<file path="src/hw/rtl/cgp_pkg.sv">
`timescale 1ns / 1ps
`default_nettype none
// ----------------------------------------------------------------------------
// CGP netlist evaluator package
// Sizes, mode and function codes, control/status bundles and the node ALU.
// ----------------------------------------------------------------------------
package cgp_pkg;

  localparam int NUM_PRIMARY = 9;
  localparam int NUM_NODES   = 32;
  localparam int NUM_TAPS    = 1;
  localparam int STORE_SIZE  = NUM_PRIMARY + NUM_NODES;

  localparam int SLOT_W = 5;
  localparam int SRC_W  = 6;
  localparam int FUNC_W = 4;
  localparam int BYTE_W = 8;
  localparam int OIDX_W = 3;

  localparam int NODE_IW  = (NUM_NODES > 1) ? $clog2(NUM_NODES) : 1;
  localparam int TAP_IW   = (NUM_TAPS > 1) ? $clog2(NUM_TAPS) : 1;
  localparam int STORE_AW = (STORE_SIZE > 1) ? $clog2(STORE_SIZE) : 1;
  localparam int ADDR_W   = (STORE_AW > SRC_W) ? STORE_AW : SRC_W;

  // input item kinds (tuser)
  localparam logic [1:0] MODE_NODE = 2'd0;
  localparam logic [1:0] MODE_TAP  = 2'd1;
  localparam logic [1:0] MODE_PRIM = 2'd2;
  localparam logic [1:0] MODE_EVAL = 2'd3;

  // node functions
  localparam logic [3:0] FN_C255   = 4'd0;
  localparam logic [3:0] FN_ID     = 4'd1;
  localparam logic [3:0] FN_INV    = 4'd2;
  localparam logic [3:0] FN_OR     = 4'd3;
  localparam logic [3:0] FN_NAOB   = 4'd4;
  localparam logic [3:0] FN_AND    = 4'd5;
  localparam logic [3:0] FN_NAND   = 4'd6;
  localparam logic [3:0] FN_XOR    = 4'd7;
  localparam logic [3:0] FN_SHR1   = 4'd8;
  localparam logic [3:0] FN_SHR2   = 4'd9;
  localparam logic [3:0] FN_SWAP   = 4'd10;
  localparam logic [3:0] FN_ADD    = 4'd11;
  localparam logic [3:0] FN_ADDSAT = 4'd12;
  localparam logic [3:0] FN_AVG    = 4'd13;
  localparam logic [3:0] FN_MAX    = 4'd14;
  localparam logic [3:0] FN_MIN    = 4'd15;

  typedef struct packed {
    logic [SRC_W-1:0]  src_a;
    logic [SRC_W-1:0]  src_b;
    logic [FUNC_W-1:0] func;
  } cgp_node_t;

  typedef struct packed {
    logic               load_en;    // load item accepted this cycle
    logic               rd_en;      // issue operand reads
    logic               rd_sel_tap; // port A address from tap table
    logic [NODE_IW-1:0] node_idx;
    logic [TAP_IW-1:0]  tap_idx;
    logic               ex_en;      // node result written back
    logic [NODE_IW-1:0] ex_idx;
    logic               out_load;
    logic [OIDX_W-1:0]  out_index;
    logic               out_last;
  } cgp_cmd_t;

  typedef struct packed {
    logic out_free; // output register empty or draining this cycle
  } cgp_stat_t;

  function automatic logic [BYTE_W-1:0] apply_func(input logic [FUNC_W-1:0] f,
                                                   input logic [BYTE_W-1:0] a,
                                                   input logic [BYTE_W-1:0] b);
    logic [BYTE_W:0]   s;
    logic [BYTE_W-1:0] r;
    s = {1'b0, a} + {1'b0, b};
    case (f)
      FN_C255:   r = 8'hFF;
      FN_ID:     r = a;
      FN_INV:    r = ~a;
      FN_OR:     r = a | b;
      FN_NAOB:   r = ~a | b;
      FN_AND:    r = a & b;
      FN_NAND:   r = ~(a & b);
      FN_XOR:    r = a ^ b;
      FN_SHR1:   r = a >> 1;
      FN_SHR2:   r = a >> 2;
      FN_SWAP:   r = {a[3:0], b[3:0]};
      FN_ADD:    r = s[BYTE_W-1:0];
      FN_ADDSAT: r = s[BYTE_W] ? 8'hFF : s[BYTE_W-1:0];
      FN_AVG:    r = s[BYTE_W:1];
      FN_MAX:    r = (a > b) ? a : b;
      FN_MIN:    r = (a < b) ? a : b;
      default:   r = 8'h00;
    endcase
    return r;
  endfunction

endpackage
`default_nettype wire

</file>
<file path="src/hw/rtl/cgp_datapath.sv">
`timescale 1ns / 1ps
`default_nettype none
// ----------------------------------------------------------------------------
// CGP datapath
// Node and tap tables, value store with registered reads and write-back
// forwarding, node ALU and the output register.
// ----------------------------------------------------------------------------
module cgp_datapath (
  input  wire logic                  clk_i,
  input  wire logic                  rst_ni,
  input  wire cgp_pkg::cgp_cmd_t     cmd_i,
  output cgp_pkg::cgp_stat_t         stat_o,
  input  wire logic [1:0]            in_mode_i,
  input  wire logic [31:0]           in_data_i,
  output logic                       m_tvalid_o,
  input  wire logic                  m_tready_i,
  output logic [15:0]                m_tdata_o,
  output logic                       m_tlast_o
);
  import cgp_pkg::*;

  logic [SLOT_W-1:0] in_slot;
  logic [SRC_W-1:0]  in_src_a;
  logic [SRC_W-1:0]  in_src_b;
  logic [FUNC_W-1:0] in_func;
  logic [BYTE_W-1:0] in_value;

  assign in_slot  = in_data_i[4:0];
  assign in_src_a = in_data_i[10:5];
  assign in_src_b = in_data_i[16:11];
  assign in_func  = in_data_i[20:17];
  assign in_value = in_data_i[28:21];

  cgp_node_t        node_tbl [NUM_NODES];
  logic [SRC_W-1:0] tap_tbl  [NUM_TAPS];

  logic node_we, tap_we, prim_we;
  assign node_we = cmd_i.load_en && (in_mode_i == MODE_NODE) &&
                   (32'(in_slot) < 32'(NUM_NODES));
  assign tap_we  = cmd_i.load_en && (in_mode_i == MODE_TAP) &&
                   (32'(in_slot) < 32'(NUM_TAPS));
  assign prim_we = cmd_i.load_en && (in_mode_i == MODE_PRIM) &&
                   (32'(in_slot) < 32'(NUM_PRIMARY));

  always_ff @(posedge clk_i) begin
    if (node_we) begin
      node_tbl[NODE_IW'(in_slot)] <= '{src_a: in_src_a, src_b: in_src_b, func: in_func};
    end
    if (tap_we) begin
      tap_tbl[TAP_IW'(in_slot)] <= in_src_a;
    end
  end

  // read side
  cgp_node_t         rd_node;
  logic [ADDR_W-1:0] rd_addr_a, rd_addr_b;
  assign rd_node   = node_tbl[cmd_i.node_idx];
  assign rd_addr_a = cmd_i.rd_sel_tap ? ADDR_W'(tap_tbl[cmd_i.tap_idx]) :
                                        ADDR_W'(rd_node.src_a);
  assign rd_addr_b = ADDR_W'(rd_node.src_b);

  // write side: one port, primary loads in idle, node results in evaluation
  logic [BYTE_W-1:0]   ex_result;
  logic                st_we;
  logic [STORE_AW-1:0] st_wa;
  logic [BYTE_W-1:0]   st_wd;
  assign st_we = prim_we || cmd_i.ex_en;
  assign st_wa = cmd_i.ex_en ? (STORE_AW'(NUM_PRIMARY) + STORE_AW'(cmd_i.ex_idx)) :
                               STORE_AW'(in_slot);
  assign st_wd = cmd_i.ex_en ? ex_result : in_value;

  logic [BYTE_W-1:0]     store_mem [STORE_SIZE];
  logic [STORE_SIZE-1:0] store_vld_q;

  always_ff @(posedge clk_i) begin
    if (st_we) begin
      store_mem[st_wa] <= st_wd;
    end
  end

  // entries never written since reset read as zero
  always_ff @(posedge clk_i or negedge rst_ni) begin
    if (!rst_ni) begin
      store_vld_q <= '0;
    end else if (st_we) begin
      store_vld_q[st_wa] <= 1'b1;
    end
  end

  logic [BYTE_W-1:0] mem_a_q, mem_b_q, fwd_data_q;
  logic              vld_a_q, vld_b_q, inr_a_q, inr_b_q, fwd_a_q, fwd_b_q;
  logic [FUNC_W-1:0] func_q;

  always_ff @(posedge clk_i) begin
    if (cmd_i.rd_en) begin
      mem_a_q    <= store_mem[rd_addr_a[STORE_AW-1:0]];
      mem_b_q    <= store_mem[rd_addr_b[STORE_AW-1:0]];
      vld_a_q    <= store_vld_q[rd_addr_a[STORE_AW-1:0]];
      vld_b_q    <= store_vld_q[rd_addr_b[STORE_AW-1:0]];
      inr_a_q    <= 32'(rd_addr_a) < 32'(STORE_SIZE);
      inr_b_q    <= 32'(rd_addr_b) < 32'(STORE_SIZE);
      // previous node written back in the same cycle as this read
      fwd_a_q    <= st_we && (rd_addr_a == ADDR_W'(st_wa));
      fwd_b_q    <= st_we && (rd_addr_b == ADDR_W'(st_wa));
      fwd_data_q <= st_wd;
      func_q     <= rd_node.func;
    end
  end

  logic [BYTE_W-1:0] op_a, op_b;
  assign op_a = !inr_a_q ? '0 : fwd_a_q ? fwd_data_q : vld_a_q ? mem_a_q : '0;
  assign op_b = !inr_b_q ? '0 : fwd_b_q ? fwd_data_q : vld_b_q ? mem_b_q : '0;

  assign ex_result = apply_func(func_q, op_a, op_b);

  // output register
  logic              out_vld_q;
  logic [OIDX_W-1:0] out_idx_q;
  logic [BYTE_W-1:0] out_val_q;
  logic              out_last_q;

  always_ff @(posedge clk_i or negedge rst_ni) begin
    if (!rst_ni) begin
      out_vld_q <= 1'b0;
    end else if (cmd_i.out_load) begin
      out_vld_q <= 1'b1;
    end else if (m_tready_i) begin
      out_vld_q <= 1'b0;
    end
  end

  always_ff @(posedge clk_i) begin
    if (cmd_i.out_load) begin
      out_idx_q  <= cmd_i.out_index;
      out_val_q  <= op_a;
      out_last_q <= cmd_i.out_last;
    end
  end

  assign stat_o.out_free = !out_vld_q || m_tready_i;
  assign m_tvalid_o      = out_vld_q;
  assign m_tdata_o       = {5'b0, out_val_q, out_idx_q};
  assign m_tlast_o       = out_last_q;

endmodule
`default_nettype wire

</file>
<file path="src/hw/rtl/cgp_ctrl.sv">
`timescale 1ns / 1ps
`default_nettype none
// ----------------------------------------------------------------------------
// CGP controller
// Accepts items, sequences the node pass with overlapped read and write-back,
// then reads the taps one by one into the output register.
// ----------------------------------------------------------------------------
module cgp_ctrl (
  input  wire logic                clk_i,
  input  wire logic                rst_ni,
  input  wire logic                s_tvalid_i,
  output logic                     s_tready_o,
  input  wire logic [1:0]          in_mode_i,
  input  wire cgp_pkg::cgp_stat_t  stat_i,
  output cgp_pkg::cgp_cmd_t        cmd_o
);
  import cgp_pkg::*;

  localparam logic [2:0] ST_IDLE   = 3'd0;
  localparam logic [2:0] ST_NODE   = 3'd1;
  localparam logic [2:0] ST_DRAIN  = 3'd2;
  localparam logic [2:0] ST_TAP_RD = 3'd3;
  localparam logic [2:0] ST_TAP_LD = 3'd4;

  logic [2:0]         state_q, state_d;
  logic [NODE_IW-1:0] node_cnt_q, node_cnt_d;
  logic [NODE_IW-1:0] ex_idx_q, ex_idx_d;
  logic               ex_vld_q, ex_vld_d;
  logic [TAP_IW-1:0]  tap_cnt_q, tap_cnt_d;
  logic               accept, tap_last;

  assign s_tready_o = (state_q == ST_IDLE);
  assign accept     = s_tvalid_i && s_tready_o;
  assign tap_last   = (tap_cnt_q == TAP_IW'(NUM_TAPS - 1));

  always_comb begin
    state_d    = state_q;
    node_cnt_d = node_cnt_q;
    ex_idx_d   = ex_idx_q;
    ex_vld_d   = ex_vld_q;
    tap_cnt_d  = tap_cnt_q;

    cmd_o            = '0;
    cmd_o.load_en    = accept && (in_mode_i != MODE_EVAL);
    cmd_o.node_idx   = node_cnt_q;
    cmd_o.ex_idx     = ex_idx_q;
    cmd_o.tap_idx    = tap_cnt_q;
    cmd_o.out_index  = OIDX_W'(tap_cnt_q);
    cmd_o.out_last   = tap_last;

    case (state_q)
      ST_IDLE: begin
        if (accept && (in_mode_i == MODE_EVAL)) begin
          state_d    = ST_NODE;
          node_cnt_d = '0;
          ex_vld_d   = 1'b0;
        end
      end
      ST_NODE: begin
        // read node n while node n-1 writes back
        cmd_o.rd_en = 1'b1;
        cmd_o.ex_en = ex_vld_q;
        ex_vld_d    = 1'b1;
        ex_idx_d    = node_cnt_q;
        if (node_cnt_q == NODE_IW'(NUM_NODES - 1)) begin
          state_d = ST_DRAIN;
        end else begin
          node_cnt_d = node_cnt_q + 1'b1;
        end
      end
      ST_DRAIN: begin
        cmd_o.ex_en = 1'b1;
        ex_vld_d    = 1'b0;
        tap_cnt_d   = '0;
        state_d     = ST_TAP_RD;
      end
      ST_TAP_RD: begin
        if (stat_i.out_free) begin
          cmd_o.rd_en      = 1'b1;
          cmd_o.rd_sel_tap = 1'b1;
          state_d          = ST_TAP_LD;
        end
      end
      ST_TAP_LD: begin
        cmd_o.out_load = 1'b1;
        if (tap_last) begin
          state_d = ST_IDLE;
        end else begin
          tap_cnt_d = tap_cnt_q + 1'b1;
          state_d   = ST_TAP_RD;
        end
      end
      default: begin
        state_d = ST_IDLE;
      end
    endcase
  end

  always_ff @(posedge clk_i or negedge rst_ni) begin
    if (!rst_ni) begin
      state_q    <= ST_IDLE;
      node_cnt_q <= '0;
      ex_idx_q   <= '0;
      ex_vld_q   <= 1'b0;
      tap_cnt_q  <= '0;
    end else begin
      state_q    <= state_d;
      node_cnt_q <= node_cnt_d;
      ex_idx_q   <= ex_idx_d;
      ex_vld_q   <= ex_vld_d;
      tap_cnt_q  <= tap_cnt_d;
    end
  end

endmodule
`default_nettype wire

</file>
<file path="src/hw/rtl/cgp_netlist_evaluator_unit.sv">
`timescale 1ns / 1ps
`default_nettype none
// ----------------------------------------------------------------------------
// CGP netlist evaluator
// Loads a feed-forward netlist of byte nodes and evaluates it on command.
// ----------------------------------------------------------------------------
// Load transactions (node, tap, primary input) give no result. An evaluate
// transaction runs the node pass: one node per cycle through the value
// store's two read ports, with the previous node's result forwarded, and a
// drain state to write back the last node. After that each tap is a store
// read, then an output register load. A tap waits while the output is
// stalled.
// Sources at a node's own or a later slot see the previous evaluation; store
// entries read zero after reset without a clearing pass. New transactions
// are taken only between evaluations, also while a result waits on the
// output.
module cgp_netlist_evaluator_unit (
  input  wire logic        clk_i,
  input  wire logic        rst_ni,
  input  wire logic        s_axis_tvalid_i,
  output logic             s_axis_tready_o,
  // slot[4:0], src_a[10:5], src_b[16:11], func[20:17], value[28:21], zero pad
  input  wire logic [31:0] s_axis_tdata_i,
  // mode[1:0]
  input  wire logic [1:0]  s_axis_tuser_i,
  output logic             m_axis_tvalid_o,
  input  wire logic        m_axis_tready_i,
  // out_index[2:0], out_value[10:3], zero pad
  output logic [15:0]      m_axis_tdata_o,
  // last
  output logic             m_axis_tlast_o
);
  import cgp_pkg::*;

  cgp_cmd_t  cmd;
  cgp_stat_t stat;

  cgp_ctrl u_ctrl (
    .clk_i      (clk_i),
    .rst_ni     (rst_ni),
    .s_tvalid_i (s_axis_tvalid_i),
    .s_tready_o (s_axis_tready_o),
    .in_mode_i  (s_axis_tuser_i),
    .stat_i     (stat),
    .cmd_o      (cmd)
  );

  cgp_datapath u_datapath (
    .clk_i      (clk_i),
    .rst_ni     (rst_ni),
    .cmd_i      (cmd),
    .stat_o     (stat),
    .in_mode_i  (s_axis_tuser_i),
    .in_data_i  (s_axis_tdata_i),
    .m_tvalid_o (m_axis_tvalid_o),
    .m_tready_i (m_axis_tready_i),
    .m_tdata_o  (m_axis_tdata_o),
    .m_tlast_o  (m_axis_tlast_o)
  );

  // a result is never loaded over one that is still waiting
  a_no_overwrite: assert property (@(posedge clk_i) disable iff (!rst_ni)
    cmd.out_load |-> !m_axis_tvalid_o)
    else $error("output register overwritten");

  // node write-back never competes with a load on the store write port
  a_wport_free: assert property (@(posedge clk_i) disable iff (!rst_ni)
    s_axis_tready_o |-> !cmd.ex_en)
    else $error("write-back while accepting transactions");

  // a tap read is always followed by the output load
  a_tap_load: assert property (@(posedge clk_i) disable iff (!rst_ni)
    (cmd.rd_en && cmd.rd_sel_tap) |=> cmd.out_load)
    else $error("tap read without output load");

  // tap reads never overlap the node pass
  a_tap_vs_node: assert property (@(posedge clk_i) disable iff (!rst_ni)
    cmd.rd_sel_tap |-> !cmd.ex_en)
    else $error("tap read during node write-back");

endmodule
`default_nettype wire
</file>
<file path="config.mk">
export PLATFORM = sky130hd
export DESIGN_NAME = cgp_netlist_evaluator_unit
export DESIGN_NICKNAME = d
export VERILOG_FILES = /design/src/hw/rtl/cgp_pkg.sv /design/src/hw/rtl/cgp_datapath.sv /design/src/hw/rtl/cgp_ctrl.sv /design/src/hw/rtl/cgp_netlist_evaluator_unit.sv
export SDC_FILE = /design/constraint.sdc
export NUM_CORES = 1
export LEC_CHECK = 0
export BUFFER_PORTS_ARGS = -buffer_cell sky130_fd_sc_hd__buf_4
export CORE_MARGIN = 5
export CORE_UTILIZATION = 26
export DETAILED_ROUTE_END_ITERATION = 16
export GPL_ROUTABILITY_DRIVEN = 0
export PLACE_DENSITY = 0.42
export SLEW_MARGIN = 15
export SYNTH_ARGS = -nofsm -noshare
export SYNTH_HDL_FRONTEND = slang
export SYNTH_SLANG_ARGS = --single-unit
</file>
<file path="constraint.sdc">
create_clock -name clk_i -period 6.4 [get_ports clk_i]
set_clock_uncertainty 0.05 [all_clocks]
set_input_delay 0.32 -clock clk_i [delete_from_list [all_inputs] [get_ports clk_i]]
set_output_delay 0.32 -clock clk_i [all_outputs]
set_load 0.01 [all_outputs]
</file>
==> flow_summary_export.csv <==
group,metric,value,unit
floorplanning,die_area,0.172,mm²
grt,grt.overflow.total,0,
min_path,hp-class,"primary input to register",
sta,final-hold-violation-count,0,
grt,antenna_found_initial,2,
synthesis,yosys_warnings,0,
drt,drt-initial-drc-count,2126,
synthesis,synthTopCellsByCount,"edfxtp_1, mux2i_1, mux4_2",
drt,drc,0,
sta,drv_slew,0,
sta,slew_headroom,18.1,%
synthesis,yosysTopAreaCell,"edfxtp_1",
drt,via_per_inst,4.95,
placement,portBuffers,44,
synthesis,synth_seq_cells,944,
placement,hpwl,82.4,mm
sta,fin_setup_tns,0,ns
clocking,worstSkewPairLatency,0.70,ns
drt,first_pass_iters,6,
clocking,htree_levels,3,
layout,multi_input_area,0.0138,mm²
worst_setup_path,critical_path.max_stage_delay,0.55,ns
synthesis,yosys_most_used_dff,"edfxtp_1",
clocking,cts_buffers,98,
floorplanning,start_util,26.1,%
floorplanning,io-pin-count,57,
clocking,cts_sinks,944,
floorplanning,die_w,415,µm
clocking,path_clk_slew,0.06,ns
worst_setup_path,cp_data_required_time,6.79,ns
sta,setup_viol,0,
clocking,cts-root-buf,"clkbuf_16",
grt,grt_max_degree,66,
worst_setup_path,criticalPathCategory,"register to register",
layout,fin_nets,2740,
layout,fill_cells,15900,
drt,routed_wl,132,mm
sta,worst_pin_slew,1.22,ns
worst_setup_path,crit_arrival,5.63,ns
layout,area_growth,15.7,%
worst_setup_path,start_kind,"register",
grt,grt_pass1_vias,25300,
grt,track_usage,14.9,%
run,maxCapViolCount,0,
layout,seqCellArea,0.0281,mm²
sta,fin_crit_sh,81.9,%
sta,rsz0062_at_grt,"false",
synthesis,netlist_area,0.0425,mm²
worst_setup_path,crit_path_frequent_cell,"nand2_1",
worst_setup_path,critPathMaxFanout,26,
synthesis,yosys.area.top_type_share,62.7,%
synthesis,yosys-top-cells-area,"edfxtp_1, mux4_2, mux2i_1",
clocking,cts_resized,0,
floorplanning,core,0.163,mm²
worst_setup_path,crit_slowest_cell,"edfxtp_1",
sta,fmaxAchievable,0.191,GHz
synthesis,yosysMostFrequentCell,"edfxtp_1",
synthesis,ys_seq_area_share,66.0,%
clocking,cts_tree,"yes",
clocking,cts_buffer_depth,3,
worst_setup_path,cp-end-kind,"register",
synthesis,syn_avg_cell_area,16.5,µm²
synthesis,synth.distinct_cells,83,
layout,drive_gt1_share,23.4,%
outcome,status,"finished clean",
floorplanning,fp.dieH,415,µm
drt,wl_per_cell,26.6,µm
floorplanning,fp-row-count,148,
grt,grt_pass1_wl,188,mm
synthesis,synth-async-reset-ratio,5.93,%
drt,ant_nets,0,
synthesis,syn_inst,2582,
worst_setup_path,crit_chain,"nor2b_1 -> a22o_1 -> nand2_1 -> inv_1 -> ha_1 -> nor4b_1 -> o21ai_0 -> nand2_1 -> nand2_1 -> mux2i_1 -> a221oi_1 -> a21oi_4 -> buf_4",
drt,vias,24500,
sta,min_period,5.24,ns
synthesis,synth_edf_count,888,
## kinds of logic after synthesis
family / share of synthesized area [%]
DFF: 66.0
muxes: 18.3
xor gates and xnor gates: 0.453
AOI/OAI and AO/OA: 6.64
other: 0.0177
adders and majority gates: 0.606
buffers and inverters: 2.61
and+or+nand+nor: 5.36
## metrics by stage
stage / std cells / util, % / worst slack, ns / hold WS, ns / cell area, µm²
after floorplan: 2589 / - / 1.70 / -0.0256 / 42600
after global placement: 4737 / 28.1 / 1.26 / 0.413 / 45800
after detailed placement: 4737 / 28.1 / 1.13 / 0.425 / 45800
after CTS: 4937 / 30.2 / 1.14 / 0.0499 / 49200
after global routing: 4939 / 30.2 / 0.850 / 0.0536 / 49200
final: 4940 / 30.2 / 1.16 / 0.0779 / 49200
## critical path, delay by kind of cell, from the launching register on
family / cells / cell delay, ns
DFF: 1 / 0.55
and+or+nand+nor: 5 / 1.90
adders and majority gates: 1 / 0.36
AOI/OAI and AO/OA: 4 / 1.05
buffers and inverters: 2 / 0.79
muxes: 1 / 0.27
## placed cells by master (no fill, tap or decap), drive strengths merged, types with 44 or more instances in the layout
cell type	Yosys	final
a211oi	68	68
a21oi	78	78
buf	119	136
clkbuf	42	122
clkinv	1	47
dfrtp	56	56
edfxtp	888	888
mux2i	274	274
mux4	206	206
nand2	163	163
nor2	133	133
nor2b	44	44
o21ai	49	49
or2	45	45
## per-layer routing
metal	global-route usage (%)	wire, µm	up-vias
met4	3.30	3100	2
met3	2.12	5440	175
met1	20.0	57600	13100
li1	-	-	10600
met5	0	13	-
met2	25.7	65400	676
## path summary, 6_finish.rpt
path	slack, ns	endpoint	start	cells after the start
worst max-delay path	1.16	u_datapath.store_mem[16][1]	u_datapath.fwd_a_q	13
worst min-delay path	0.08	u_ctrl.node_cnt_q[1]	s_axis_tvalid_i	4
worst max register to register	1.16	u_datapath.store_mem[16][1]	u_datapath.fwd_a_q	13
worst min register to register	0.44	u_datapath.store_vld_q[34]	u_datapath.store_vld_q[34]	1
max in group asynchronous	5.23	u_ctrl.node_cnt_q[0]	rst_ni	2
min in group asynchronous	0.30	u_datapath.store_vld_q[21]	rst_ni	2
## cell type report
class / instances / area share, %
tap: 2175 / 5.53
multi-input combinational: 1450 / 28.0
antenna: 1 / 0.00508
clock buffer: 122 / 5.27
inverter: 34 / 0.259
sequential: 944 / 57.0
clock inverter: 60 / 1.23
timing repair buffer: 154 / 2.66
## sequential cells by signal, summed over array words and instances, names as in the netlist, 3 cells and up
signal                  cells
u_ctrl.state_q              3
u_datapath.store_mem      328
u_datapath.fwd_data_q       8
u_datapath.tap_tbl          6
u_datapath.mem_a_q          8
u_datapath.store_vld_q     41
u_datapath.node_tbl       512
u_ctrl.node_cnt_q           5
u_datapath.out_val_q        8
u_datapath.func_q           4
u_datapath.mem_b_q          8
u_ctrl.ex_idx_q             5
## what timing repair did
item / 4_1_cts / 5_1_grt
hold buffers: 18 / 0
hold endpoints to repair: 575 / 0
buffers inserted: 0 / 0
Power is left out: the tool's default activity adds up to more than one toggle a clock period on the data nets, which glitch-free logic cannot reach.
